--- config.mk ---
export PLATFORM = sky130hd
export DESIGN_NAME = pbu_sqrt_stage
export DESIGN_NICKNAME = d
export VERILOG_FILES = /design/src/particle_bounce_update_assert.svh /design/src/pbu_pkg.sv /design/src/pbu_sqrt_stage.sv
export SDC_FILE = /design/constraint.sdc
export NUM_CORES = 1
export LEC_CHECK = 0
export BUFFER_PORTS_ARGS = -buffer_cell sky130_fd_sc_hd__buf_2
export CORE_UTILIZATION = 50
export CTS_CLUSTER_SIZE = 14
export DETAILED_ROUTE_END_ITERATION = 10
export PLACE_DENSITY = 0.71
export SKIP_CTS_REPAIR_TIMING = 1
export SYNTH_ARGS = -nofsm -noshare
export SYNTH_HDL_FRONTEND = slang
export SYNTH_SLANG_ARGS = --single-unit
--- constraint.sdc ---
create_clock -name clk -period 0.8 [get_ports clk]
set_clock_uncertainty 0.15 [all_clocks]
set_input_delay 0 -clock clk [delete_from_list [all_inputs] [get_ports clk]]
set_output_delay 0 -clock clk [all_outputs]
set_load 0.02 [all_outputs]
--- src/particle_bounce_update_assert.svh ---
// Assertion macros for the particle bounce update block.
// Expects signals named clk and arst_n in the scope of each use.
`ifndef PARTICLE_BOUNCE_UPDATE_ASSERT_SVH
`define PARTICLE_BOUNCE_UPDATE_ASSERT_SVH

// Consequent must hold in the same cycle as the antecedent.
`define PBU_ASSERT_SAME(lbl, ante, cons, msg) \
	lbl: assert property (@(posedge clk) disable iff (!arst_n) (ante) |-> (cons)) \
		else $error(msg);

// Consequent must hold in the cycle after the antecedent.
`define PBU_ASSERT_NEXT(lbl, ante, cons, msg) \
	lbl: assert property (@(posedge clk) disable iff (!arst_n) (ante) |=> (cons)) \
		else $error(msg);

// Consequent must hold once the delay dly has passed after the antecedent.
`define PBU_ASSERT_LATER(lbl, ante, dly, cons, msg) \
	lbl: assert property (@(posedge clk) disable iff (!arst_n) (ante) |-> ##(dly) (cons)) \
		else $error(msg);

`endif

--- src/pbu_pkg.sv ---
// Shared types, constants and helper functions of the particle bounce update block.
// No dependencies; every other file but the assertion header refers to it by scoped names.
package pbu_pkg;

	// Configuration register indexes.
	localparam logic [1:0] REG_ACCEL_X   = 2'd0;
	localparam logic [1:0] REG_ACCEL_Y   = 2'd1;
	localparam logic [1:0] REG_TIME_STEP = 2'd2;

	localparam logic [11:0] TIME_STEP_RESET = 12'd123;

	// Q0.16 constants.
	localparam logic [15:0] K_DECAY = 16'd58982;
	localparam logic [13:0] K_GLOW  = 14'd9830;
	localparam logic [16:0] K_DAMP  = 17'd52429;

	// Box walls in Q3.12.
	localparam logic signed [18:0] WALL_X = 19'sd4096;
	localparam logic signed [18:0] WALL_Y = 19'sd6144;

	// Square root: radicand width, root width and steps per pipeline stage.
	localparam int SQ_W          = 34;
	localparam int ROOT_W        = SQ_W / 2;
	localparam int REM_W         = ROOT_W + 2;
	localparam int SQRT_STEPS_HI = 6;
	localparam int SQRT_STEPS_LO = ROOT_W - 2 * SQRT_STEPS_HI;

	typedef struct packed {
		logic signed [15:0] accel_x;
		logic signed [15:0] accel_y;
		logic        [11:0] time_step;
	} cfg_t;

	typedef struct packed {
		logic signed [15:0] pos_x;
		logic signed [15:0] pos_y;
		logic signed [15:0] vel_x;
		logic signed [15:0] vel_y;
		logic        [14:0] glow;
		logic        [12:0] diameter;
	} in_t;

	// State after the Euler step, before the walls.
	typedef struct packed {
		logic signed [17:0] px;
		logic signed [17:0] py;
		logic signed [17:0] vx;
		logic signed [17:0] vy;
		logic        [14:0] glow;
		logic        [11:0] half;
	} kin_t;

	// Finished fields that wait for the speed.
	typedef struct packed {
		logic signed [15:0] pos_x;
		logic signed [15:0] pos_y;
		logic signed [15:0] vel_x;
		logic signed [15:0] vel_y;
		logic        [14:0] glow;
		logic               hit_x;
		logic               hit_y;
	} side_t;

	typedef struct packed {
		logic [SQ_W-1:0]   rad;
		logic [REM_W-1:0]  rem;
		logic [ROOT_W-1:0] root;
	} sqrt_t;

	function automatic logic signed [15:0] sat16(input logic signed [17:0] v);
		if (v > 18'sd32767) begin
			return 16'sh7FFF;
		end
		if (v < -18'sd32768) begin
			return 16'sh8000;
		end
		return v[15:0];
	endfunction

endpackage

--- src/pbu_sqrt_stage.sv ---
// One register stage of the digit-by-digit integer square root, STEPS
// radicand bit pairs per stage. Depends on pbu_pkg.
module pbu_sqrt_stage #(
	parameter int STEPS = pbu_pkg::SQRT_STEPS_HI
) (
	input  logic            clk,
	input  logic            arst_n,
	input  logic            in_valid,
	input  pbu_pkg::sqrt_t  in_word,
	output logic            out_valid,
	output pbu_pkg::sqrt_t  out_word
);

	localparam int ACC_W = pbu_pkg::REM_W + 2;

	pbu_pkg::sqrt_t   w;
	logic [ACC_W-1:0] acc;
	logic [ACC_W-1:0] trial;

	logic             v_sn;
	pbu_pkg::sqrt_t   res_sn;

	// Each step brings down two radicand bits and tries the next root bit.
	always_comb begin
		w     = in_word;
		acc   = '0;
		trial = '0;
		for (int i = 0; i < STEPS; i++) begin
			acc   = {w.rem, w.rad[pbu_pkg::SQ_W-1 -: 2]};
			trial = {2'b00, w.root, 2'b01};
			w.rad = {w.rad[pbu_pkg::SQ_W-3:0], 2'b00};
			if (acc >= trial) begin
				w.rem  = pbu_pkg::REM_W'(acc - trial);
				w.root = {w.root[pbu_pkg::ROOT_W-2:0], 1'b1};
			end else begin
				w.rem  = acc[pbu_pkg::REM_W-1:0];
				w.root = {w.root[pbu_pkg::ROOT_W-2:0], 1'b0};
			end
		end
	end

	always_ff @(posedge clk or negedge arst_n) begin
		if (!arst_n) begin
			v_sn <= 1'b0;
		end else begin
			v_sn <= in_valid;
		end
	end

	always_ff @(posedge clk) begin
		if (in_valid) begin
			res_sn <= w;
		end
	end

	assign out_valid = v_sn;
	assign out_word  = res_sn;

endmodule
==> results of run 1 <==
-- layer usage --
layer  global-route usage  GRT overflow
met5                0.519             0
met4                0.783            11
met3                0.688             1
met2                0.922            14
met1                0.818             1
-- through the flow --
stage,hold slack [ns],setup slack (ns),setup TNS (ns),instance area [sq um],std cells
after CTS,-0.711,-13.35,-307.98,15700,2206
after detailed placement,-0.374,-13.50,-300.88,15400,2190
after floorplan,-0.446,-12.90,-284.25,10500,1278
after global placement,-0.375,-13.03,-290.39,15400,2190
-- cell families after synthesis --
kind of cell               count (synthesis)  share of synthesized area
and+or+nand+nor                          402                      0.202
xor gates and xnor gates                  78                     0.0689
DFF                                       59                      0.178
muxes                                     43                     0.0487
AOI/OAI and AO/OA                        439                      0.300
other                                      1                   0.000378
buffers and inverters                    131                     0.0576
adders and majority gates                114                      0.144
==> flow_metrics.env, run 1 <==
export IMPL_grt_overflow=27
export IMPL_status="stopped before the end"
export IMPL_gp_congestion=0.980
export IMPL_ys_seq_elements=59
export IMPL_start_util=0.509
export IMPL_syn_cell_area_sq_um=9910
export IMPL_antenna_found_initial=10
export IMPL_crit_endpoint="out_word[20]$_DFFE_PP_/D"
export IMPL_synth_most_common_cell="a21oi_1"
export IMPL_grt_usage=0.806
export IMPL_async_flop_share=0.0169
export IMPL_synth_edf_count=58
export IMPL_port_buffers=131
export IMPL_cts_inserted_buffers=9
export IMPL_htree_num_levels=3
export IMPL_worst_endpoint_kind="register input"
export IMPL_lastStage="global routing"
export IMPL_die_w_um=143
export IMPL_syn_avg_cell_area_sq_um=7.82
export IMPL_ios=144
export IMPL_postSynthCellCount=1267
export IMPL_yosysSeqAreaShare=0.178
export IMPL_cts_sink_count=59
export IMPL_synth_top_area_frac=0.176
export IMPL_rows=51
export IMPL_synth_top_area_cell="edfxtp_1"
export IMPL_synth_common_cells="135 x a21oi_1, 114 x ha_1, 103 x nand2_1"
export IMPL_place_hpwl_mm=33.9
export IMPL_first_error="[ERROR GRT-0232] Routing congestion too high. Check the congestion heatmap in the GUI."
export IMPL_cts_root_buf="clkbuf_16"
export IMPL_clock_path_buffers=2
export IMPL_die_y_um=143
export IMPL_ys_flop_type="edfxtp_1"
export IMPL_ys_warn_count=0
export IMPL_synthTopCellsByArea="edfxtp_1 18%, ha_1 14%, a21oi_1 6.8%"
export IMPL_grt_max_degree=33
export IMPL_ys_types=92
==> run 2: changes to the inputs <==
--- a/config.mk
+++ b/config.mk
@@ -6,10 +6,9 @@
 export NUM_CORES = 1
 export LEC_CHECK = 0
 export BUFFER_PORTS_ARGS = -buffer_cell sky130_fd_sc_hd__buf_2
-export CORE_UTILIZATION = 50
-export CTS_CLUSTER_SIZE = 14
+export CORE_UTILIZATION = 35
 export DETAILED_ROUTE_END_ITERATION = 10
-export PLACE_DENSITY = 0.71
+export PLACE_DENSITY_LB_ADDON = 0.15
 export SKIP_CTS_REPAIR_TIMING = 1
 export SYNTH_ARGS = -nofsm -noshare
 export SYNTH_HDL_FRONTEND = slang
==> run 2 against run 1 <==
Net effect: the flow now finishes, with violations (negative hold slack, negative setup slack); synthesized cell count is the same; area after synthesis is the same.
==> flow_metrics.env, run 2 <==
export IMPL_hold_violations=5
export IMPL_holdPathEnd="out_word[14]"
export IMPL_die_y_um=170
export IMPL_ys_seq_elements=59
export IMPL_synthTopCellsByArea="edfxtp_1 18%, ha_1 14%, a21oi_1 6.8%"
export IMPL_drt_wl_total_mm=43.4
export IMPL_crit_path_frequent_cell="a21o_1"
export IMPL_post_drt_via_cell_ratio=5.34
export IMPL_area_growth_pct=76.0
export IMPL_min_period_ns=13.35
export IMPL_antenna_found_initial=0
export IMPL_rows=61
export IMPL_nets=2187
export IMPL_hp_class="in -> reg"
export IMPL_start_util=0.357
export IMPL_start_kind="input port"
export IMPL_drv_slew=0
export IMPL_worst_pin_slew_ns=0.583
export IMPL_htree_num_levels=3
export IMPL_layout_drive_gt1_share=0.478
export IMPL_grt_pass1_vias=11800
export IMPL_ys_warn_count=0
export IMPL_min_period_over_period=16.7
export IMPL_synth_top_area_cell="edfxtp_1"
export IMPL_firstDrtPassIters=5
export IMPL_port_buffers=131
export IMPL_grt_setup_unrepaired="true"
export IMPL_ys_flop_type="edfxtp_1"
export IMPL_end_kind="register"
export IMPL_grt_max_degree=24
export IMPL_core_sq_um=27800
export IMPL_final_common_cell="buf_4"
export IMPL_status="complete, but fails checks"
export IMPL_cts_root_buf="clkbuf_16"
export IMPL_place_hpwl_mm=34.7
export IMPL_async_flop_share=0.0169
export IMPL_grt_overflow=0
export IMPL_crit_start="in_word[7]"
export IMPL_postSynthCellCount=1267
export IMPL_clkSlewWorstSetupHoldPaths_ns=0.06
export IMPL_placed_cells=2292
export IMPL_worst_slack_ns=-12.55
export IMPL_fmax_mhz=74.9
export IMPL_layout_common_cells="580 x buf_4, 106 x a21oi_1, 91 x nand2_1, 90 x nor2_1, 85 x ha_1"
export IMPL_largest_register_ffs=58
export IMPL_fp_dieArea_sq_um=29000
export IMPL_grt_pass1_wl_mm=62.6
export IMPL_slowest_stage="or4_4"
export IMPL_antenna_left=0
export IMPL_grt_usage=0.277
export IMPL_setup_viol=84
export IMPL_synth_top_area_frac=0.176
export IMPL_critPathKind="in -> reg"
export IMPL_cts_inserted_buffers=9
export IMPL_whs_ns=-0.295
export IMPL_route_vias_total=12700
export IMPL_tritoncts="built"
export IMPL_diodes=0
export IMPL_gp_congestion=0.982
export IMPL_syn_avg_cell_area_sq_um=7.82
export IMPL_cap_violations=0
export IMPL_ys_types=92
export IMPL_ios=144
export IMPL_finalNonFillerCells=2383
export IMPL_synth_edf_count=58
export IMPL_wl_per_cell_um=18.2
export IMPL_min_from="in_word[8]"
export IMPL_clock_path_buffers=2
export IMPL_worstPathMaxFanout=8
export IMPL_synth_most_common_cell="a21oi_1"
export IMPL_syn_cell_area_sq_um=9910
export IMPL_drt_iter0_drc=991
export IMPL_failed_checks="negative hold slack, negative setup slack"
export IMPL_yosysSeqAreaShare=0.178
export IMPL_worstHoldPathCells=1
export IMPL_drt_drc_violations_left=0
export IMPL_cp_arrival_ns=13.28
export IMPL_synth_common_cells="135 x a21oi_1, 114 x ha_1, 103 x nand2_1"
export IMPL_die_w_um=170
export IMPL_cpPeakStageDelay_ns=0.55
export IMPL_crit_required_ns=0.72
export IMPL_maxSlewHeadroom=0.610
export IMPL_cts_sink_count=59
==> run 2: area by class of cell <==
cell class | count | area [sq um]
Clock buffer | 10 | 229
Sequential cell | 59 | 1770
Inverter | 81 | 342
Multi-Input combinational cell | 1089 | 8670
Clock inverter | 6 | 65.1
Tap cell | 378 | 473
Timing Repair Buffer | 760 | 5900
Fill cell | 2466 | 10300
==> run 2: metrics by stage <==
step	TNS [ns]	area [sq um]	worst slack, ns	utilization	hold slack, ns
5_1_grt	-302.66	17400	-13.05	0.628	-0.303
6_report	-290.14	17400	-12.55	0.628	-0.295
4_1_cts	-301.36	15700	-13.08	0.565	-0.720
3_3_place_gp	-295.65	15400	-13.20	0.555	-0.375
2_1_floorplan	-284.25	10500	-12.90	-	-0.446
3_5_place_dp	-297.93	15400	-13.34	0.555	-0.374
==> run 2: worst max-delay path, delay by kind of cell <==
kind | cells | cell delay (ns)
muxes | 5 | 1.69
adders and majority gates | 6 | 1.38
and+or+nand+nor | 16 | 3.50
buffers and inverters | 9 | 1.20
AOI/OAI and AO/OA | 32 | 5.46
==> run 2: metal layers <==
layer | track usage | vias to the layer above | routed length (um)
met2 | 0.458 | 409 | 19600
met1 | 0.390 | 6014 | 20500
met5 | 0 | - | 0
li1 | - | 6238 | -
met3 | 0.0258 | 62 | 2320
met4 | 0.0560 | 0 | 960
==> run 2: worst max-delay path by stage <==
| stage | cells past startpoint | slack, ns | endpoint |
|---|---|---|---|
| 6_report | 68 | -12.55 | out_word[32] |
| 2_1_floorplan | 77 | -12.90 | out_word[32] |
| 4_1_cts | 69 | -13.08 | out_word[32] |
| 5_1_grt | 73 | -13.05 | out_word[32] |
| 3_5_place_dp | 69 | -13.34 | out_word[32] |
| 3_3_place_gp | 67 | -13.20 | out_word[32] |
==> run 2: cell families after synthesis <==
logic type	after synthesis	synth area share
multiplexers	43	0.0487
adder cells (fa/ha/maj)	114	0.144
other	1	0.000378
AND/OR/NAND/NOR	402	0.202
XOR/XNOR	78	0.0689
buffers and inverters	131	0.0576
AO/OA/AOI/OAI	439	0.300
flip-flops	59	0.178
Power of run 2 is not shown: default switching activity piles up to over one toggle a cycle in this logic, so the estimate is an artifact.
