## src/particle_bounce_update_assert.svh

```systemverilog
// Assertion macros for the particle bounce update block.
// Expects signals named clk and arst_n in the scope of each use.
`ifndef PARTICLE_BOUNCE_UPDATE_ASSERT_SVH
`define PARTICLE_BOUNCE_UPDATE_ASSERT_SVH

// Consequent must hold in the same cycle as the antecedent.
`define PBU_ASSERT_SAME(lbl, ante, cons, msg) \
	lbl: assert property (@(posedge clk) disable iff (!arst_n) (ante) |-> (cons)) \
		else $error(msg);

// Consequent must hold in the cycle after the antecedent.
`define PBU_ASSERT_NEXT(lbl, ante, cons, msg) \
	lbl: assert property (@(posedge clk) disable iff (!arst_n) (ante) |=> (cons)) \
		else $error(msg);

// Consequent must hold once the delay dly has passed after the antecedent.
`define PBU_ASSERT_LATER(lbl, ante, dly, cons, msg) \
	lbl: assert property (@(posedge clk) disable iff (!arst_n) (ante) |-> ##(dly) (cons)) \
		else $error(msg);

`endif

```

## src/pbu_pkg.sv

```systemverilog
// Shared types, constants and helper functions of the particle bounce update block.
// No dependencies; every other file but the assertion header refers to it by scoped names.
package pbu_pkg;

	// Configuration register indexes.
	localparam logic [1:0] REG_ACCEL_X   = 2'd0;
	localparam logic [1:0] REG_ACCEL_Y   = 2'd1;
	localparam logic [1:0] REG_TIME_STEP = 2'd2;

	localparam logic [11:0] TIME_STEP_RESET = 12'd123;

	// Q0.16 constants.
	localparam logic [15:0] K_DECAY = 16'd58982;
	localparam logic [13:0] K_GLOW  = 14'd9830;
	localparam logic [16:0] K_DAMP  = 17'd52429;

	// Box walls in Q3.12.
	localparam logic signed [18:0] WALL_X = 19'sd4096;
	localparam logic signed [18:0] WALL_Y = 19'sd6144;

	// Square root: radicand width, root width and steps per pipeline stage.
	localparam int SQ_W          = 34;
	localparam int ROOT_W        = SQ_W / 2;
	localparam int REM_W         = ROOT_W + 2;
	localparam int SQRT_STEPS_HI = 6;
	localparam int SQRT_STEPS_LO = ROOT_W - 2 * SQRT_STEPS_HI;

	typedef struct packed {
		logic signed [15:0] accel_x;
		logic signed [15:0] accel_y;
		logic        [11:0] time_step;
	} cfg_t;

	typedef struct packed {
		logic signed [15:0] pos_x;
		logic signed [15:0] pos_y;
		logic signed [15:0] vel_x;
		logic signed [15:0] vel_y;
		logic        [14:0] glow;
		logic        [12:0] diameter;
	} in_t;

	// State after the Euler step, before the walls.
	typedef struct packed {
		logic signed [17:0] px;
		logic signed [17:0] py;
		logic signed [17:0] vx;
		logic signed [17:0] vy;
		logic        [14:0] glow;
		logic        [11:0] half;
	} kin_t;

	// Finished fields that wait for the speed.
	typedef struct packed {
		logic signed [15:0] pos_x;
		logic signed [15:0] pos_y;
		logic signed [15:0] vel_x;
		logic signed [15:0] vel_y;
		logic        [14:0] glow;
		logic               hit_x;
		logic               hit_y;
	} side_t;

	typedef struct packed {
		logic [SQ_W-1:0]   rad;
		logic [REM_W-1:0]  rem;
		logic [ROOT_W-1:0] root;
	} sqrt_t;

	function automatic logic signed [15:0] sat16(input logic signed [17:0] v);
		if (v > 18'sd32767) begin
			return 16'sh7FFF;
		end
		if (v < -18'sd32768) begin
			return 16'sh8000;
		end
		return v[15:0];
	endfunction

endpackage

```

## src/pbu_kin.sv

```systemverilog
// Stages one and two: time step products, then the Euler update of position,
// velocity and intensity. Depends on pbu_pkg.
module pbu_kin (
	input  logic           clk,
	input  logic           arst_n,
	input  pbu_pkg::cfg_t  cfg,
	input  logic           in_valid,
	input  pbu_pkg::in_t   in_word,
	output logic           out_valid,
	output pbu_pkg::kin_t  out_word
);

	logic signed [12:0] ts;
	logic signed [28:0] pvx_c, pvy_c, pax_c, pay_c;
	logic        [30:0] pg_c;

	logic               v_s1;
	logic signed [15:0] px_s1, py_s1, vx_s1, vy_s1;
	logic        [11:0] half_s1;
	logic signed [28:0] pvx_s1, pvy_s1, pax_s1, pay_s1;
	logic        [30:0] pg_s1;

	logic signed [28:0] rvx, rvy, rax, ray;
	logic        [30:0] rg;

	logic               v_s2;
	pbu_pkg::kin_t      kin_s2;

	assign ts    = $signed({1'b0, cfg.time_step});
	assign pvx_c = in_word.vel_x * ts;
	assign pvy_c = in_word.vel_y * ts;
	assign pax_c = cfg.accel_x * ts;
	assign pay_c = cfg.accel_y * ts;
	assign pg_c  = in_word.glow * pbu_pkg::K_DECAY;

	always_ff @(posedge clk or negedge arst_n) begin
		if (!arst_n) begin
			v_s1 <= 1'b0;
		end else begin
			v_s1 <= in_valid;
		end
	end

	always_ff @(posedge clk) begin
		if (in_valid) begin
			px_s1   <= in_word.pos_x;
			py_s1   <= in_word.pos_y;
			vx_s1   <= in_word.vel_x;
			vy_s1   <= in_word.vel_y;
			half_s1 <= in_word.diameter[12:1];
			pvx_s1  <= pvx_c;
			pvy_s1  <= pvy_c;
			pax_s1  <= pax_c;
			pay_s1  <= pay_c;
			pg_s1   <= pg_c;
		end
	end

	// Round to nearest with ties upward: add half an LSB, then shift arithmetically.
	always_comb begin
		rvx = (pvx_s1 + 29'sd2048) >>> 12;
		rvy = (pvy_s1 + 29'sd2048) >>> 12;
		rax = (pax_s1 + 29'sd2048) >>> 12;
		ray = (pay_s1 + 29'sd2048) >>> 12;
		rg  = (pg_s1 + 31'd32768) >> 16;
	end

	always_ff @(posedge clk or negedge arst_n) begin
		if (!arst_n) begin
			v_s2 <= 1'b0;
		end else begin
			v_s2 <= v_s1;
		end
	end

	always_ff @(posedge clk) begin
		if (v_s1) begin
			kin_s2.px   <= {{2{px_s1[15]}}, px_s1} + {rvx[16], rvx[16:0]};
			kin_s2.py   <= {{2{py_s1[15]}}, py_s1} + {rvy[16], rvy[16:0]};
			kin_s2.vx   <= {{2{vx_s1[15]}}, vx_s1} + {rax[16], rax[16:0]};
			kin_s2.vy   <= {{2{vy_s1[15]}}, vy_s1} + {ray[16], ray[16:0]};
			kin_s2.glow <= rg[14:0];
			kin_s2.half <= half_s1;
		end
	end

	assign out_valid = v_s2;
	assign out_word  = kin_s2;

endmodule

```

## config.mk

```make
export PLATFORM = sky130hd
export DESIGN_NAME = pbu_kin
export DESIGN_NICKNAME = d
export VERILOG_FILES = /design/src/particle_bounce_update_assert.svh /design/src/pbu_pkg.sv /design/src/pbu_kin.sv
export SDC_FILE = /design/constraint.sdc
export NUM_CORES = 2
export LEC_CHECK = 0
export BUFFER_PORTS_ARGS = -buffer_cell sky130_fd_sc_hd__buf_4
export CORE_MARGIN = 2
export CORE_UTILIZATION = 35
export DETAILED_ROUTE_END_ITERATION = 12
export PLACE_DENSITY = 0.57
export SLEW_MARGIN = 20
export SYNTH_ARGS = -nofsm -noshare
export SYNTH_HDL_FRONTEND = slang
export SYNTH_SLANG_ARGS = --single-unit
```

## constraint.sdc

```tcl
create_clock -name clk -period 3.7 [get_ports clk]
set_input_delay 0.74 -clock clk [delete_from_list [all_inputs] [get_ports clk]]
set_output_delay 0.74 -clock clk [all_outputs]
set_load 0.01 [all_outputs]
```

== Yosys cells after proc, flatten, opt, wreduce, memory -nomap -nowiden ==
Cells that the tools add are included.
Word-level totals
  bits in registers: 323
  bits of input ports: 139
  output and inout port bits: 100
  logic and storage cells: 32
Operators by class
  add/sub/neg operators: 9
  $mul: 5
Operator list (count)
  29-bit by 13-bit adder with 29-bit output (second input constant): 4
  16-bit by 13-bit multiplier with 29-bit output: 4
  16-bit by 17-bit adder with 18-bit output: 4
  31-bit by 16-bit adder with 31-bit output (second input constant): 1
  15-bit by 15-bit multiplier with 30-bit output (second input constant): 1

== Longest topological paths before layout ==
  word-level depth: 2
  depth in mapped cells: 23
  gate-level depth less buffers: 22

== Worst setup path before layout ==
OpenSTA, ideal clock, no wires.
  path kind: input-to-reg
  start: input port cfg[1] (netlist name)
  end: register pvx_s1[26], data pin
  slack: -2.454 ns
  path buffers: 2
  stages on the path: 22
  required time: 3.442 ns
  library setup time: 0.258 ns
  arrival: 5.895 ns
  cells stage by stage: buf_2 -> clkbuf_1 -> and2_1 -> fa_1 -> inv_1 -> fa_1 -> inv_1 -> fa_1 -> inv_1 -> fa_1 -> inv_1 -> fa_1 -> ha_1 -> a2111oi_4 -> o21ai_2 -> a31oi_4 -> o31ai_4 -> a221oi_4 -> o21ai_2 -> and4_4 -> nand2b_1 -> xor2_1
Between the ends
  word-level cells in the longest chain between the ends: 1
Ends and longest elaborated chain
  start, declared: RTL line pbu_kin.sv:6  | input pbu_pkg::cfg_t cfg,
  16-bit by 13-bit multiplier with 29-bit output: RTL line pbu_kin.sv:30  | assign pvx_c = in_word.vel_x * ts;
  via pvx_c[26]: RTL line pbu_kin.sv:14  | logic signed [28:0] pvx_c, pvy_c, pax_c, pay_c;
  end signal, assigned: RTL line pbu_kin.sv:51  | pvx_s1 <= pvx_c;
  end, declared: RTL line pbu_kin.sv:20  | logic signed [28:0] pvx_s1, pvy_s1, pax_s1, pay_s1;
The timed path passes the listed nets, and every way through them passes these cells.
A chain may end at the register's enable or synchronous reset.

== Worst setup path in the final report ==
  start: input port in_word[13] (netlist name)
  end: register pg_s1[26], data pin
Between the ends
  word-level cells in the longest chain between the ends: 1
Ends and longest elaborated chain
  start, declared: RTL line pbu_kin.sv:8  | input pbu_pkg::in_t in_word,
  15-bit by 15-bit multiplier with 30-bit output: RTL line pbu_kin.sv:34  | assign pg_c = in_word.glow * pbu_pkg::K_DECAY;
  via pg_c[26]: RTL line pbu_kin.sv:15  | logic [30:0] pg_c;
  end signal, assigned: RTL line pbu_kin.sv:55  | pg_s1 <= pg_c;
  end, declared: RTL line pbu_kin.sv:21  | logic [30:0] pg_s1;
The timed path passes the listed nets, and every way through them passes these cells.

==> reports/qor.csv <==
metric;value;unit
most frequent CP cell;fa_1;
Initial Util;0.3512;
Distinct cells, synth;63;
critical path fanouts, max;5;
Hold Path Class;in -> reg;
post-synthesis sequential area ratio;0.1835;
critical path capture point type;flop;
yosys warns;0;
final setup violation count;88;
htree depth;2;
final hold viol count;0;
post-synth top area share;0.3642;
Syn Nets;5714;
outcome;complete, but fails checks;
die height;355.8;um
worst rel slew slack;0.5442;
Vias;30580;
share of cells above drive strength 1;0.2412;
I/O Buffers;237;
Crit Path Class;in -> reg;
RSZ-0062 raised after global routing;yes;
first-pass GRT wire length;170.9;mm
DRT iter0 DRCs;1115;
initial antenna violation count;12;
Final HPWL DP;87.14;mm
Yosys reg bits;265;
crit share post-route;1.450;
CP delay by family, top;adder cells;
WL/cell;15.65;um
ys async rst share;0.007547;
Setup TNS;-121.70;ns
Remaining DRCs;0;
Mean Syn Cell Area;9.957;sq um
vias in the first global route;33040;
I/O Pins;239;
CTS tree;done;
DRT Pass-1 Iters;5;
peak supply drop;0.7028;mV
pwr dens;1055;mW/mm^2
GR Overflow Total;0;
Final WS setup;-1.665;ns
CTS buffer count;39;
Final Max Slew Viols;0;
area leader, netlist;fa_1;
clock slew at reported path FFs;0.06;ns
crit-path cells;buf_4 -> fa_1 -> fa_1 -> fa_1 -> fa_1 -> fa_1 -> inv_1 -> fa_1 -> inv_1 -> ha_1 -> and3_4 -> and3_4 -> a2111oi_4 -> or3_4 -> nand2_4 -> or2_4 -> a21oi_2 -> xnor2_1;
leading post-synthesis cells by cell area;fa_1 36%, edfxtp_1 18%, ha_1 13%;
CP max-delay cell;fa_1;
Root Driver;clkbuf_16;
Post-Route WL;105.9;mm
worst-skew pair later-pin latency;0.62;ns
worst slew pin tran;0.6837;ns
leak pwr;27.09;nW
Post-Place Setup Slack;-2.523;ns
max cap viols;0;
total track usage;0.1697;
crit path DAT;5.72;ns
fin nets;6459;
Fmax;0.1864;GHz
violated checks;negative setup slack;
RePlAce Congestion;0.8540;
ys flop type;edfxtp_1;
Core Area;0.1233;sq mm
Die X;355.8;um
largest net degree at the start of global routing;61;
clk_skew;0.03843;ns
Synth Instances;4350;
num rows;129;
synthesized cell area;0.04331;sq mm
clk sinks;265;
Critical Path RT;4.05;ns
number of enable flip-flop cells after synthesis;263;
Syn-to-layout area delta;26.87;%
Power Total;0.05800;W
crit path launch type;input port;
Buf/Inv on CP;3;
Die Area;0.1266;sq mm
Finished Core Util;0.4456;
post-route ant nets;0;
Hold WS;0.2903;ns
CTS Buffer Depth;3;
min Tclk post-route;5.365;ns
vias per std cell;4.521;
CP max stage delay;0.56;ns
==> final cells by class <==
class | count | area, sq um
clock inverters | 24 | 330.3
multi-input cells | 2871 | 32320
repair buffers | 852 | 7288
inverters | 1066 | 4004
diodes | 1 | 2.502
well taps | 1637 | 2048
fillers | 11730 | 68360
clock buffers | 47 | 1006
flip-flops and latches | 265 | 7951
==> power by group <==
group | total [W] | internal (W) | switching [W] | leakage (nW)
logic | 0.0468 | 0.0245 | 0.0223 | 23.9
registers | 0.00721 | 0.00655 | 0.000654 | 2.60
clock network | 0.00398 | 0.00239 | 0.00159 | 0.641
total | 0.0580 | 0.0335 | 0.0245 | 27.1
==> path summary, 6_finish.rpt <==
path                             startpoint           end  slack (ns)  cells after the start
worst max register to register   pax_s1[11]  out_word[62]        0.24                     12
worst min-delay path            in_word[90]     px_s1[14]        0.29                      1
worst max-delay path            in_word[13]     pg_s1[26]       -1.66                     18
min in group asynchronous            arst_n          v_s1        0.46                      2
worst min register to register   half_s1[8]   out_word[8]        0.41                      0
max in group asynchronous            arst_n          v_s1        3.14                      2
==> flip-flops by register name, summed over array words and instances (netlist names) <==
register / count
vy_s1: 16
pvy_s1: 18
px_s1: 16
out_valid: 1
py_s1: 16
pvx_s1: 18
pax_s1: 18
pg_s1: 16
half_s1: 12
out_word: 99
pay_s1: 18
v_s1: 1
vx_s1: 16
==> through the flow <==
step | std cells | instance area (sq um)
after floorplan | 4350 | 43880
after global placement | 6604 | 51220
after detailed placement | 6604 | 51220
after CTS | 6739 | 53980
after global routing | 6763 | 54950
final | 6763 | 54950
==> what timing repair did <==
action	in CTS	in global routing
hold buffers	1	0
endpoints found under the setup margin	88	90
setup buffers	62	27
cloned	6	3
pin swaps	134	153
hold endpoints to repair	2	0
resized for setup	183	207
==> placed cells by master (no fill, tap or decap), types with 13 or more instances in the layout <==
cell type / n
fa_2: 24
a21oi_1: 56
nor2_1: 67
buf_6: 46
nand3_1: 56
a21oi_2: 26
inv_1: 1008
ha_1: 392
ha_4: 40
a21o_1: 37
and2_4: 34
edfxtp_1: 263
and3_1: 35
o21ai_0: 19
buf_4: 751
and2_1: 333
o21ai_2: 16
nor2_2: 13
nand2_1: 457
o21bai_1: 17
nor3_1: 25
nand4_1: 22
clkbuf_16: 42
xnor2_1: 160
fa_1: 764
xor2_1: 63
buf_12: 30
o21a_1: 17
inv_2: 57
==> cell usage after synthesis, types with 40 or more instances <==
master	instances
clkbuf_1	146
xor2_1	65
o21ai_0	40
nand3_1	58
ha_1	437
nand2_1	469
xnor2_1	166
fa_1	788
inv_1	1066
and2_1	367
a21oi_1	87
nor2_1	91
edfxtp_1	263
==> worst reg2reg max path, stage by stage, from the launching register on <==
cell	delay, ns
edfxtp_1	0.42
ha_1	0.28
xor2_1	0.24
ha_1	0.28
a21o_1	0.15
a21oi_1	0.23
o21bai_1	0.13
a31o_2	0.29
a211oi_1	0.28
nor3_1	0.16
a211o_1	0.30
a21o_1	0.21
o21ai_0	0.28
==> logic make-up (layout without fill, tap and decap cells) <==
| group | count (synthesis) | in the layout | synth area share |
|---|---|---|---|
| fa+ha+maj | 1225 | 1225 | 0.4905 |
| compound gates | 279 | 279 | 0.04455 |
| buf+inv | 1214 | 1989 | 0.1052 |
| simple gates | 1136 | 1136 | 0.1295 |
| flops | 265 | 265 | 0.1835 |
| other cells | 0 | 1 | 0 |
| xor+xnor | 231 | 231 | 0.04671 |
==> layer usage <==
metal	share of wire	track usage	routed length, um	vias to the layer above
met2	0.49	0.2944	52170	466
met5	0.0010	0	110	-
met1	0.44	0.2195	46290	15270
met4	0.022	0.04017	2334	18
li1	-	-	-	14700
met3	0.047	0.03006	4952	125
Power figures use the tool's default switching activity.
