===== src/particle_bounce_update_assert.svh =====
// Assertion macros for the particle bounce update block.
// Expects signals named clk and arst_n in the scope of each use.
`ifndef PARTICLE_BOUNCE_UPDATE_ASSERT_SVH
`define PARTICLE_BOUNCE_UPDATE_ASSERT_SVH

// Consequent must hold in the same cycle as the antecedent.
`define PBU_ASSERT_SAME(lbl, ante, cons, msg) \
	lbl: assert property (@(posedge clk) disable iff (!arst_n) (ante) |-> (cons)) \
		else $error(msg);

// Consequent must hold in the cycle after the antecedent.
`define PBU_ASSERT_NEXT(lbl, ante, cons, msg) \
	lbl: assert property (@(posedge clk) disable iff (!arst_n) (ante) |=> (cons)) \
		else $error(msg);

// Consequent must hold once the delay dly has passed after the antecedent.
`define PBU_ASSERT_LATER(lbl, ante, dly, cons, msg) \
	lbl: assert property (@(posedge clk) disable iff (!arst_n) (ante) |-> ##(dly) (cons)) \
		else $error(msg);

`endif


===== src/pbu_pkg.sv =====
// Shared types, constants and helper functions of the particle bounce update block.
// No dependencies; every other file but the assertion header refers to it by scoped names.
package pbu_pkg;

	// Configuration register indexes.
	localparam logic [1:0] REG_ACCEL_X   = 2'd0;
	localparam logic [1:0] REG_ACCEL_Y   = 2'd1;
	localparam logic [1:0] REG_TIME_STEP = 2'd2;

	localparam logic [11:0] TIME_STEP_RESET = 12'd123;

	// Q0.16 constants.
	localparam logic [15:0] K_DECAY = 16'd58982;
	localparam logic [13:0] K_GLOW  = 14'd9830;
	localparam logic [16:0] K_DAMP  = 17'd52429;

	// Box walls in Q3.12.
	localparam logic signed [18:0] WALL_X = 19'sd4096;
	localparam logic signed [18:0] WALL_Y = 19'sd6144;

	// Square root: radicand width, root width and steps per pipeline stage.
	localparam int SQ_W          = 34;
	localparam int ROOT_W        = SQ_W / 2;
	localparam int REM_W         = ROOT_W + 2;
	localparam int SQRT_STEPS_HI = 6;
	localparam int SQRT_STEPS_LO = ROOT_W - 2 * SQRT_STEPS_HI;

	typedef struct packed {
		logic signed [15:0] accel_x;
		logic signed [15:0] accel_y;
		logic        [11:0] time_step;
	} cfg_t;

	typedef struct packed {
		logic signed [15:0] pos_x;
		logic signed [15:0] pos_y;
		logic signed [15:0] vel_x;
		logic signed [15:0] vel_y;
		logic        [14:0] glow;
		logic        [12:0] diameter;
	} in_t;

	// State after the Euler step, before the walls.
	typedef struct packed {
		logic signed [17:0] px;
		logic signed [17:0] py;
		logic signed [17:0] vx;
		logic signed [17:0] vy;
		logic        [14:0] glow;
		logic        [11:0] half;
	} kin_t;

	// Finished fields that wait for the speed.
	typedef struct packed {
		logic signed [15:0] pos_x;
		logic signed [15:0] pos_y;
		logic signed [15:0] vel_x;
		logic signed [15:0] vel_y;
		logic        [14:0] glow;
		logic               hit_x;
		logic               hit_y;
	} side_t;

	typedef struct packed {
		logic [SQ_W-1:0]   rad;
		logic [REM_W-1:0]  rem;
		logic [ROOT_W-1:0] root;
	} sqrt_t;

	function automatic logic signed [15:0] sat16(input logic signed [17:0] v);
		if (v > 18'sd32767) begin
			return 16'sh7FFF;
		end
		if (v < -18'sd32768) begin
			return 16'sh8000;
		end
		return v[15:0];
	endfunction

endpackage


===== src/pbu_wall.sv =====
// Stages three and four: squares for the speed, wall tests and clamps, and the
// damped bounce velocity. Depends on pbu_pkg.
module pbu_wall (
	input  logic                       clk,
	input  logic                       arst_n,
	input  logic                       in_valid,
	input  pbu_pkg::kin_t              in_word,
	output logic                       out_valid,
	output logic [pbu_pkg::SQ_W-1:0]   out_sq,
	output pbu_pkg::side_t             out_side
);

	logic signed [17:0] half18;
	logic signed [18:0] x_hi, x_lo, y_hi, y_lo;
	logic               x_hit_hi, x_hit_lo, y_hit_hi, y_hit_lo;
	logic signed [18:0] px_c, py_c;
	logic signed [35:0] sqx_c, sqy_c, dmx_c, dmy_c;
	logic signed [17:0] kdamp;

	logic               v_s3;
	logic        [32:0] sqx_s3, sqy_s3;
	logic signed [35:0] dmx_s3, dmy_s3;
	logic signed [17:0] px_s3, py_s3, vx_s3, vy_s3;
	logic        [14:0] glow_s3;
	logic               hx_s3, hy_s3;

	logic signed [35:0] rdx, rdy;
	logic signed [17:0] nvx, nvy;

	logic                     v_s4;
	logic [pbu_pkg::SQ_W-1:0] sq_s4;
	pbu_pkg::side_t           side_s4;

	assign half18 = $signed({6'b0, in_word.half});
	assign kdamp  = $signed({1'b0, pbu_pkg::K_DAMP});

	always_comb begin
		x_hi = {in_word.px[17], in_word.px} + {half18[17], half18};
		x_lo = {in_word.px[17], in_word.px} - {half18[17], half18};
		y_hi = {in_word.py[17], in_word.py} + {half18[17], half18};
		y_lo = {in_word.py[17], in_word.py} - {half18[17], half18};
		x_hit_hi = x_hi > pbu_pkg::WALL_X;
		x_hit_lo = x_lo < -pbu_pkg::WALL_X;
		y_hit_hi = y_hi > pbu_pkg::WALL_Y;
		y_hit_lo = y_lo < -pbu_pkg::WALL_Y;
		// The positive wall is tested first and wins when the particle spans the box.
		if (x_hit_hi) begin
			px_c = pbu_pkg::WALL_X - {half18[17], half18};
		end else if (x_hit_lo) begin
			px_c = {half18[17], half18} - pbu_pkg::WALL_X;
		end else begin
			px_c = {in_word.px[17], in_word.px};
		end
		if (y_hit_hi) begin
			py_c = pbu_pkg::WALL_Y - {half18[17], half18};
		end else if (y_hit_lo) begin
			py_c = {half18[17], half18} - pbu_pkg::WALL_Y;
		end else begin
			py_c = {in_word.py[17], in_word.py};
		end
	end

	assign sqx_c = in_word.vx * in_word.vx;
	assign sqy_c = in_word.vy * in_word.vy;
	assign dmx_c = in_word.vx * kdamp;
	assign dmy_c = in_word.vy * kdamp;

	always_ff @(posedge clk or negedge arst_n) begin
		if (!arst_n) begin
			v_s3 <= 1'b0;
			v_s4 <= 1'b0;
		end else begin
			v_s3 <= in_valid;
			v_s4 <= v_s3;
		end
	end

	always_ff @(posedge clk) begin
		if (in_valid) begin
			sqx_s3  <= sqx_c[32:0];
			sqy_s3  <= sqy_c[32:0];
			dmx_s3  <= dmx_c;
			dmy_s3  <= dmy_c;
			px_s3   <= px_c[17:0];
			py_s3   <= py_c[17:0];
			vx_s3   <= in_word.vx;
			vy_s3   <= in_word.vy;
			glow_s3 <= in_word.glow;
			hx_s3   <= x_hit_hi | x_hit_lo;
			hy_s3   <= y_hit_hi | y_hit_lo;
		end
	end

	always_comb begin
		rdx = (dmx_s3 + 36'sd32768) >>> 16;
		rdy = (dmy_s3 + 36'sd32768) >>> 16;
		nvx = hx_s3 ? -rdx[17:0] : vx_s3;
		nvy = hy_s3 ? -rdy[17:0] : vy_s3;
	end

	always_ff @(posedge clk) begin
		if (v_s3) begin
			sq_s4         <= {1'b0, sqx_s3} + {1'b0, sqy_s3};
			side_s4.pos_x <= pbu_pkg::sat16(px_s3);
			side_s4.pos_y <= pbu_pkg::sat16(py_s3);
			side_s4.vel_x <= pbu_pkg::sat16(nvx);
			side_s4.vel_y <= pbu_pkg::sat16(nvy);
			side_s4.glow  <= glow_s3;
			side_s4.hit_x <= hx_s3;
			side_s4.hit_y <= hy_s3;
		end
	end

	assign out_valid = v_s4;
	assign out_sq    = sq_s4;
	assign out_side  = side_s4;

endmodule


===== config.mk =====
export PLATFORM = sky130hd
export DESIGN_NAME = pbu_wall
export DESIGN_NICKNAME = d
export VERILOG_FILES = /design/src/particle_bounce_update_assert.svh /design/src/pbu_pkg.sv /design/src/pbu_wall.sv
export SDC_FILE = /design/constraint.sdc
export NUM_CORES = 2
export LEC_CHECK = 0
export BUFFER_PORTS_ARGS = -buffer_cell sky130_fd_sc_hd__buf_2
export CAP_MARGIN = 25
export CELL_PAD_IN_SITES_DETAIL_PLACEMENT = 0
export CELL_PAD_IN_SITES_GLOBAL_PLACEMENT = 1
export CORE_MARGIN = 2
export CORE_UTILIZATION = 51
export CTS_CLUSTER_SIZE = 24
export DETAILED_ROUTE_END_ITERATION = 8
export GPL_TIMING_DRIVEN = 0
export PLACE_DENSITY_LB_ADDON = 0.25
export SYNTH_ARGS = -nofsm -noshare
export SYNTH_HDL_FRONTEND = slang
export SYNTH_SLANG_ARGS = --single-unit

===== constraint.sdc =====
create_clock -name clk -period 3.7 [get_ports clk]
set_clock_uncertainty 0.15 [all_clocks]
set_input_delay 0 -clock clk [delete_from_list [all_inputs] [get_ports clk]]
set_output_delay 0 -clock clk [all_outputs]
set_load 0.05 [all_outputs]

Yosys cells after proc, flatten, opt, wreduce, memory -nomap -nowiden
Cells that the tools add are included.

Bits in registers: 340. Bits in latches: 0. Bits in writable memories: 0. Bits in read-only memories: 0. Input port bits: 102. Output and inout bits: 116. Word-level logic and storage cells: 94. Memories: 0.

$add $sub $neg: 13. Multiply operators: 4. Divide/modulo/power cells: 0. Order comparisons: 12. Eq/ne operators: 0. Shifts and indexed selects: 0. Mux-type cells: 42. Bitwise logic cells: 2. Reduce and logical (&&, ||, !) cells: 0.

Operators by type and width (number): two-way mux 16 bit (16); two-way mux 18 bit (6); greater-than comparator 18 x 16 -> 1 bit, second input constant (4); less-than comparator 18 x 16 -> 1 bit, second input constant (4); adder 34 x 17 -> 34 bit, second input constant (2); multiplier 18 x 17 -> 34 bit, second input constant (2); multiplier 18 x 18 -> 33 bit (2); adder 18 x 13 -> 19 bit (2); greater-than comparator 19 x 14 -> 1 bit, second input constant (2); subtractor 18 x 13 -> 19 bit (2); negation 18 bit (2); adder 33 x 33 -> 34 bit (1); subtractor 12 x 13 -> 14 bit, second input constant (2); subtractor 13 x 12 -> 14 bit, first input constant (2); two-way mux 1 bit (20); less-than comparator 19 x 13 -> 1 bit, second input constant (1); less-than comparator 19 x 14 -> 1 bit, second input constant (1); OR 1 bit (2).

Depth between registers and ports, before layout
Depth in word-level cells: 10. Gate-level depth with buffers: 27.

Least setup slack after synthesis
Ideal clock, no wire load.

Path kind: input to register. Start point: input in_word[62] (netlist bit). End point: register sqx_s3[32], data pin. Data arrival time: 6.429 ns. Path slack: -3.139 ns. Cell stages on the path: 25. Path buffers: 3. Cell sequence: clkbuf_1 -> clkbuf_1 -> clkbuf_1 -> nand2_1 -> fa_1 -> inv_1 -> fa_1 -> inv_1 -> fa_1 -> inv_1 -> fa_1 -> fa_1 -> inv_1 -> fa_1 -> inv_1 -> ha_1 -> a21o_1 -> a221oi_1 -> and3b_1 -> a21oi_1 -> and4_1 -> o31a_1 -> a21o_1 -> a21oi_1 -> xnor2_1.

Longest elaborated chain between the ends: 1.

RTL lines: from (decl) (RTL line pbu_wall.sv:7) `input pbu_pkg::kin_t in_word,`; multiplier 18 x 18 -> 33 bit (RTL line pbu_wall.sv:63) `assign sqx_c = in_word.vx * in_word.vx;`; named net sqx_c[32] (RTL line pbu_wall.sv:17) `logic signed [35:0] sqx_c, sqy_c, dmx_c, dmy_c;`; to (signal assigned) (RTL line pbu_wall.sv:80) `sqx_s3 <= sqx_c[32:0];`; to (decl) (RTL line pbu_wall.sv:21) `logic [32:0] sqx_s3, sqy_s3;`.

The timed path passes the listed nets, and every way through them passes these cells. A chain may end at the register's enable or synchronous reset.

Worst setup path after layout
Ends and elaborated chain as after synthesis.

==> flow_summary.yaml <==
sta:
  tightest_slew_ns: 0.9303
  slew_violations: 0
  min_period_ns: 5.752
  max_freq_mhz: 173.8
  period_share_pct: 155.5
  whs_ns: 0.01064
  tns_ns: -96.99
  finalHoldViolCount: 0
  finalSetupViolCount: 104
  fin_ws_ns: -2.052
  maxSlewHeadroom_pct: 37.98
  rsz0062_at_grt: "true"
yosys:
  syn_nets: 6301
  synth_edf_count: 304
  yosys_most_used_dff: "edfxtp_1"
  synth_area_leaders: "fa_1, edfxtp_1, ha_1, inv_1, xnor2_1"
  postSynthCellCount: 4914
  async_flop_share_pct: 0.6536
  post-synth-top-area-cell: "fa_1"
  syn_area_per_cell_um2: 9.720
  ys_seq_area_share_pct: 19.22
  ys_types: 95
  yosysWarnings: 0
  syn_area_um2: 47770
  synth-seq-cells: 306
  netlist.area_leader.share_pct: 31.94
clock_tree:
  numCtsBuffers: 38
  clock_latency_ns: 0.58
  cts.reportedPaths.clkPinSlew_ns: 0.05
  cts_root_buf: "clkbuf_16"
  clk_path_buf_depth: 3
  h-tree-depth: 2
  tritoncts: "built"
  cts.sinks: 306
floorplanning:
  initial_core_util_pct: 51.33
  die_h_um: 310.0
  rows: 112
  core-area_um2: 93050
  design.die.area_um2: 96120
  pin_count: 218
  die_w_um: 310.0
global_routing:
  grt_pass1_vias: 36833
  grt_max_degree: 101
  antenna_found_initial: 2
  grt_usage_pct: 26.61
  overflow: 0
  grt_pass1_wl_mm: 199.0
cells_and_area:
  fin_nets: 6924
  final_cell_count_no_fill: 6821
  n_fill_cell: 7676
  multiInputGateArea_um2: 35950
  syn2layout_area_growth_pct: 23.99
  drive_gt1_share_pct: 20.68
  seqCellArea_um2: 9183
setup_path:
  cp_num_buf_inv: 10
  arrival_ns: 5.88
  slowest_delay_ns: 0.61
  crit_path_start: "in_word[62]"
  critical_path_class: "input pin to register"
  r2r_setup_slack_ns: 0.17
  critPathTopFamily: "adder cells"
  r2r_end: "out_side[24]"
  slowest_stage: "fa_2"
  rr_worst_depth: 13
  endpoint: "sqx_s3[32]"
  required_ns: 3.83
  crit_path_max_fanout: 7
  cp-start-kind: "input pin"
  crit_path_end_kind: "register"
  r2r-start: "dmy_s3[15]"
  crit_top_cell: "inv_2"
  critical_path_cell_count: 27
routing:
  drtPass1Iterations: 5
  vias: 35672
  via_per_inst: 5.230
  drc: 0
  wirelength_mm: 126.0
  wl_per_cell_um: 18.48
  route.met2.wl_mm: 59.04
  drtAntennaViolNets: 0
  drt-met1-wl_mm: 54.93
  wl_met3_mm: 8.689
  drt-initial-drc-count: 2305
  top_layer: "met4"
status:
  violations: "negative setup slack"
  status: "finished with violations"
flow_run:
  cap_violations: 0
hold_path:
  min_path_type: "input pin to register"
  worst_hold_path.num_cells: 4
placed_design:
  dp_cells: 6385
  port_buffers: 214
  post-place-ws_ns: -3.325
  hpwl_mm: 96.66
  gp_congestion: 0.9037
[sequential cells by signal, indices dropped and copies added (netlist names), 15 cells and up]
name	cells
dmx_s3	20
dmy_s3	20
glow_s3	15
out_side	81
out_sq	34
px_s3	18
py_s3	18
sqx_s3	32
sqy_s3	32
vx_s3	16
vy_s3	16
[cells in the mapped netlist (24+ instances only)]
| cell | instances |
|---|---|
| o211ai_1 | 24 |
| and2_1 | 59 |
| a21o_1 | 35 |
| nand3_1 | 76 |
| a21oi_1 | 166 |
| ha_1 | 523 |
| nand2b_1 | 39 |
| inv_1 | 1249 |
| clkbuf_1 | 103 |
| edfxtp_1 | 304 |
| nand2_1 | 332 |
| nor2b_1 | 30 |
| nor3_1 | 62 |
| fa_1 | 762 |
| nor2_1 | 315 |
| xor2_1 | 85 |
| or3_1 | 25 |
| xnor2_1 | 176 |
| o21ai_0 | 112 |
| o21a_1 | 43 |
| mux2i_1 | 41 |
[worst min-delay path, cell delays in order]
cell,delay [ns]
buf_2,0.15
nor3_1,0.11
mux2i_1,0.13
o211ai_1,0.13
[cell usage in the layout, fill, tap and decap left out, drive strengths merged, types with 19 or more instances in the layout]
cell	n
inv	1234
fa	762
ha	523
buf	492
nand2	334
nor2	315
edfxtp	304
a21oi	178
xnor2	176
clkbuf	149
o21ai	134
dlygate4sd3	118
xor2	85
nand3	78
nor3	64
and2	61
o21a	43
mux2i	41
nand2b	39
a21o	35
nor2b	30
o211ai	26
or3	25
and3	23
clkinvlp	22
nand4	22
a31oi	20
a211oi	19
[how the worst min path moves through the flow]
stage	startpoint	to
floorplan	arst_n	out_valid
detailed placement	arst_n	out_valid
global route	in_word[30]	sqy_s3[3]
global placement	arst_n	out_valid
finish	in_word[3]	py_s3[5]
CTS	in_word[27]	sqy_s3[2]
[metrics by stage]
step	cell area (um^2)	util, %
2_1_floorplan	49370	-
3_3_place_gp	52010	55.90
3_5_place_dp	52090	55.98
4_1_cts	57120	61.39
5_1_grt	59220	63.64
6_report	59220	63.65
[logic make-up after synthesis]
group	synth area share, %
flops	19.22
compound gates	8.115
fa+ha+maj	45.64
xor+xnor	4.786
buf+inv	11.03
simple gates	10.02
mux	1.197
[per-layer routing]
layer,vias to the layer above,global-route usage [%]
li1,16719,-
met1,17713,37.28
met2,1038,43.67
met3,202,4.012
met4,0,6.303
met5,-,0
[cell type report]
type | count | share of cell area (%)
antenna | 2 | 0.008451
tap | 1254 | 2.649
timing repair buffer | 587 | 8.409
clock buffer | 46 | 1.692
inverter | 1250 | 8.092
clock inverter | 22 | 0.4056
buffer | 130 | 2.533
multi-input combinational | 3224 | 60.71
sequential | 306 | 15.51
[repair_timing]
action / in CTS / in global routing
buffers inserted: 126 / 133
hold endpoints to repair: 192 / 16
hold buffers: 118 / 10
pin swaps: 129 / 160
cloned: 0 / 2
gates resized for setup: 366 / 306
setup endpoints to repair: 106 / 159
Power is not shown: default switching activity piles up to over one toggle a cycle in this logic, so the estimate is an artifact.
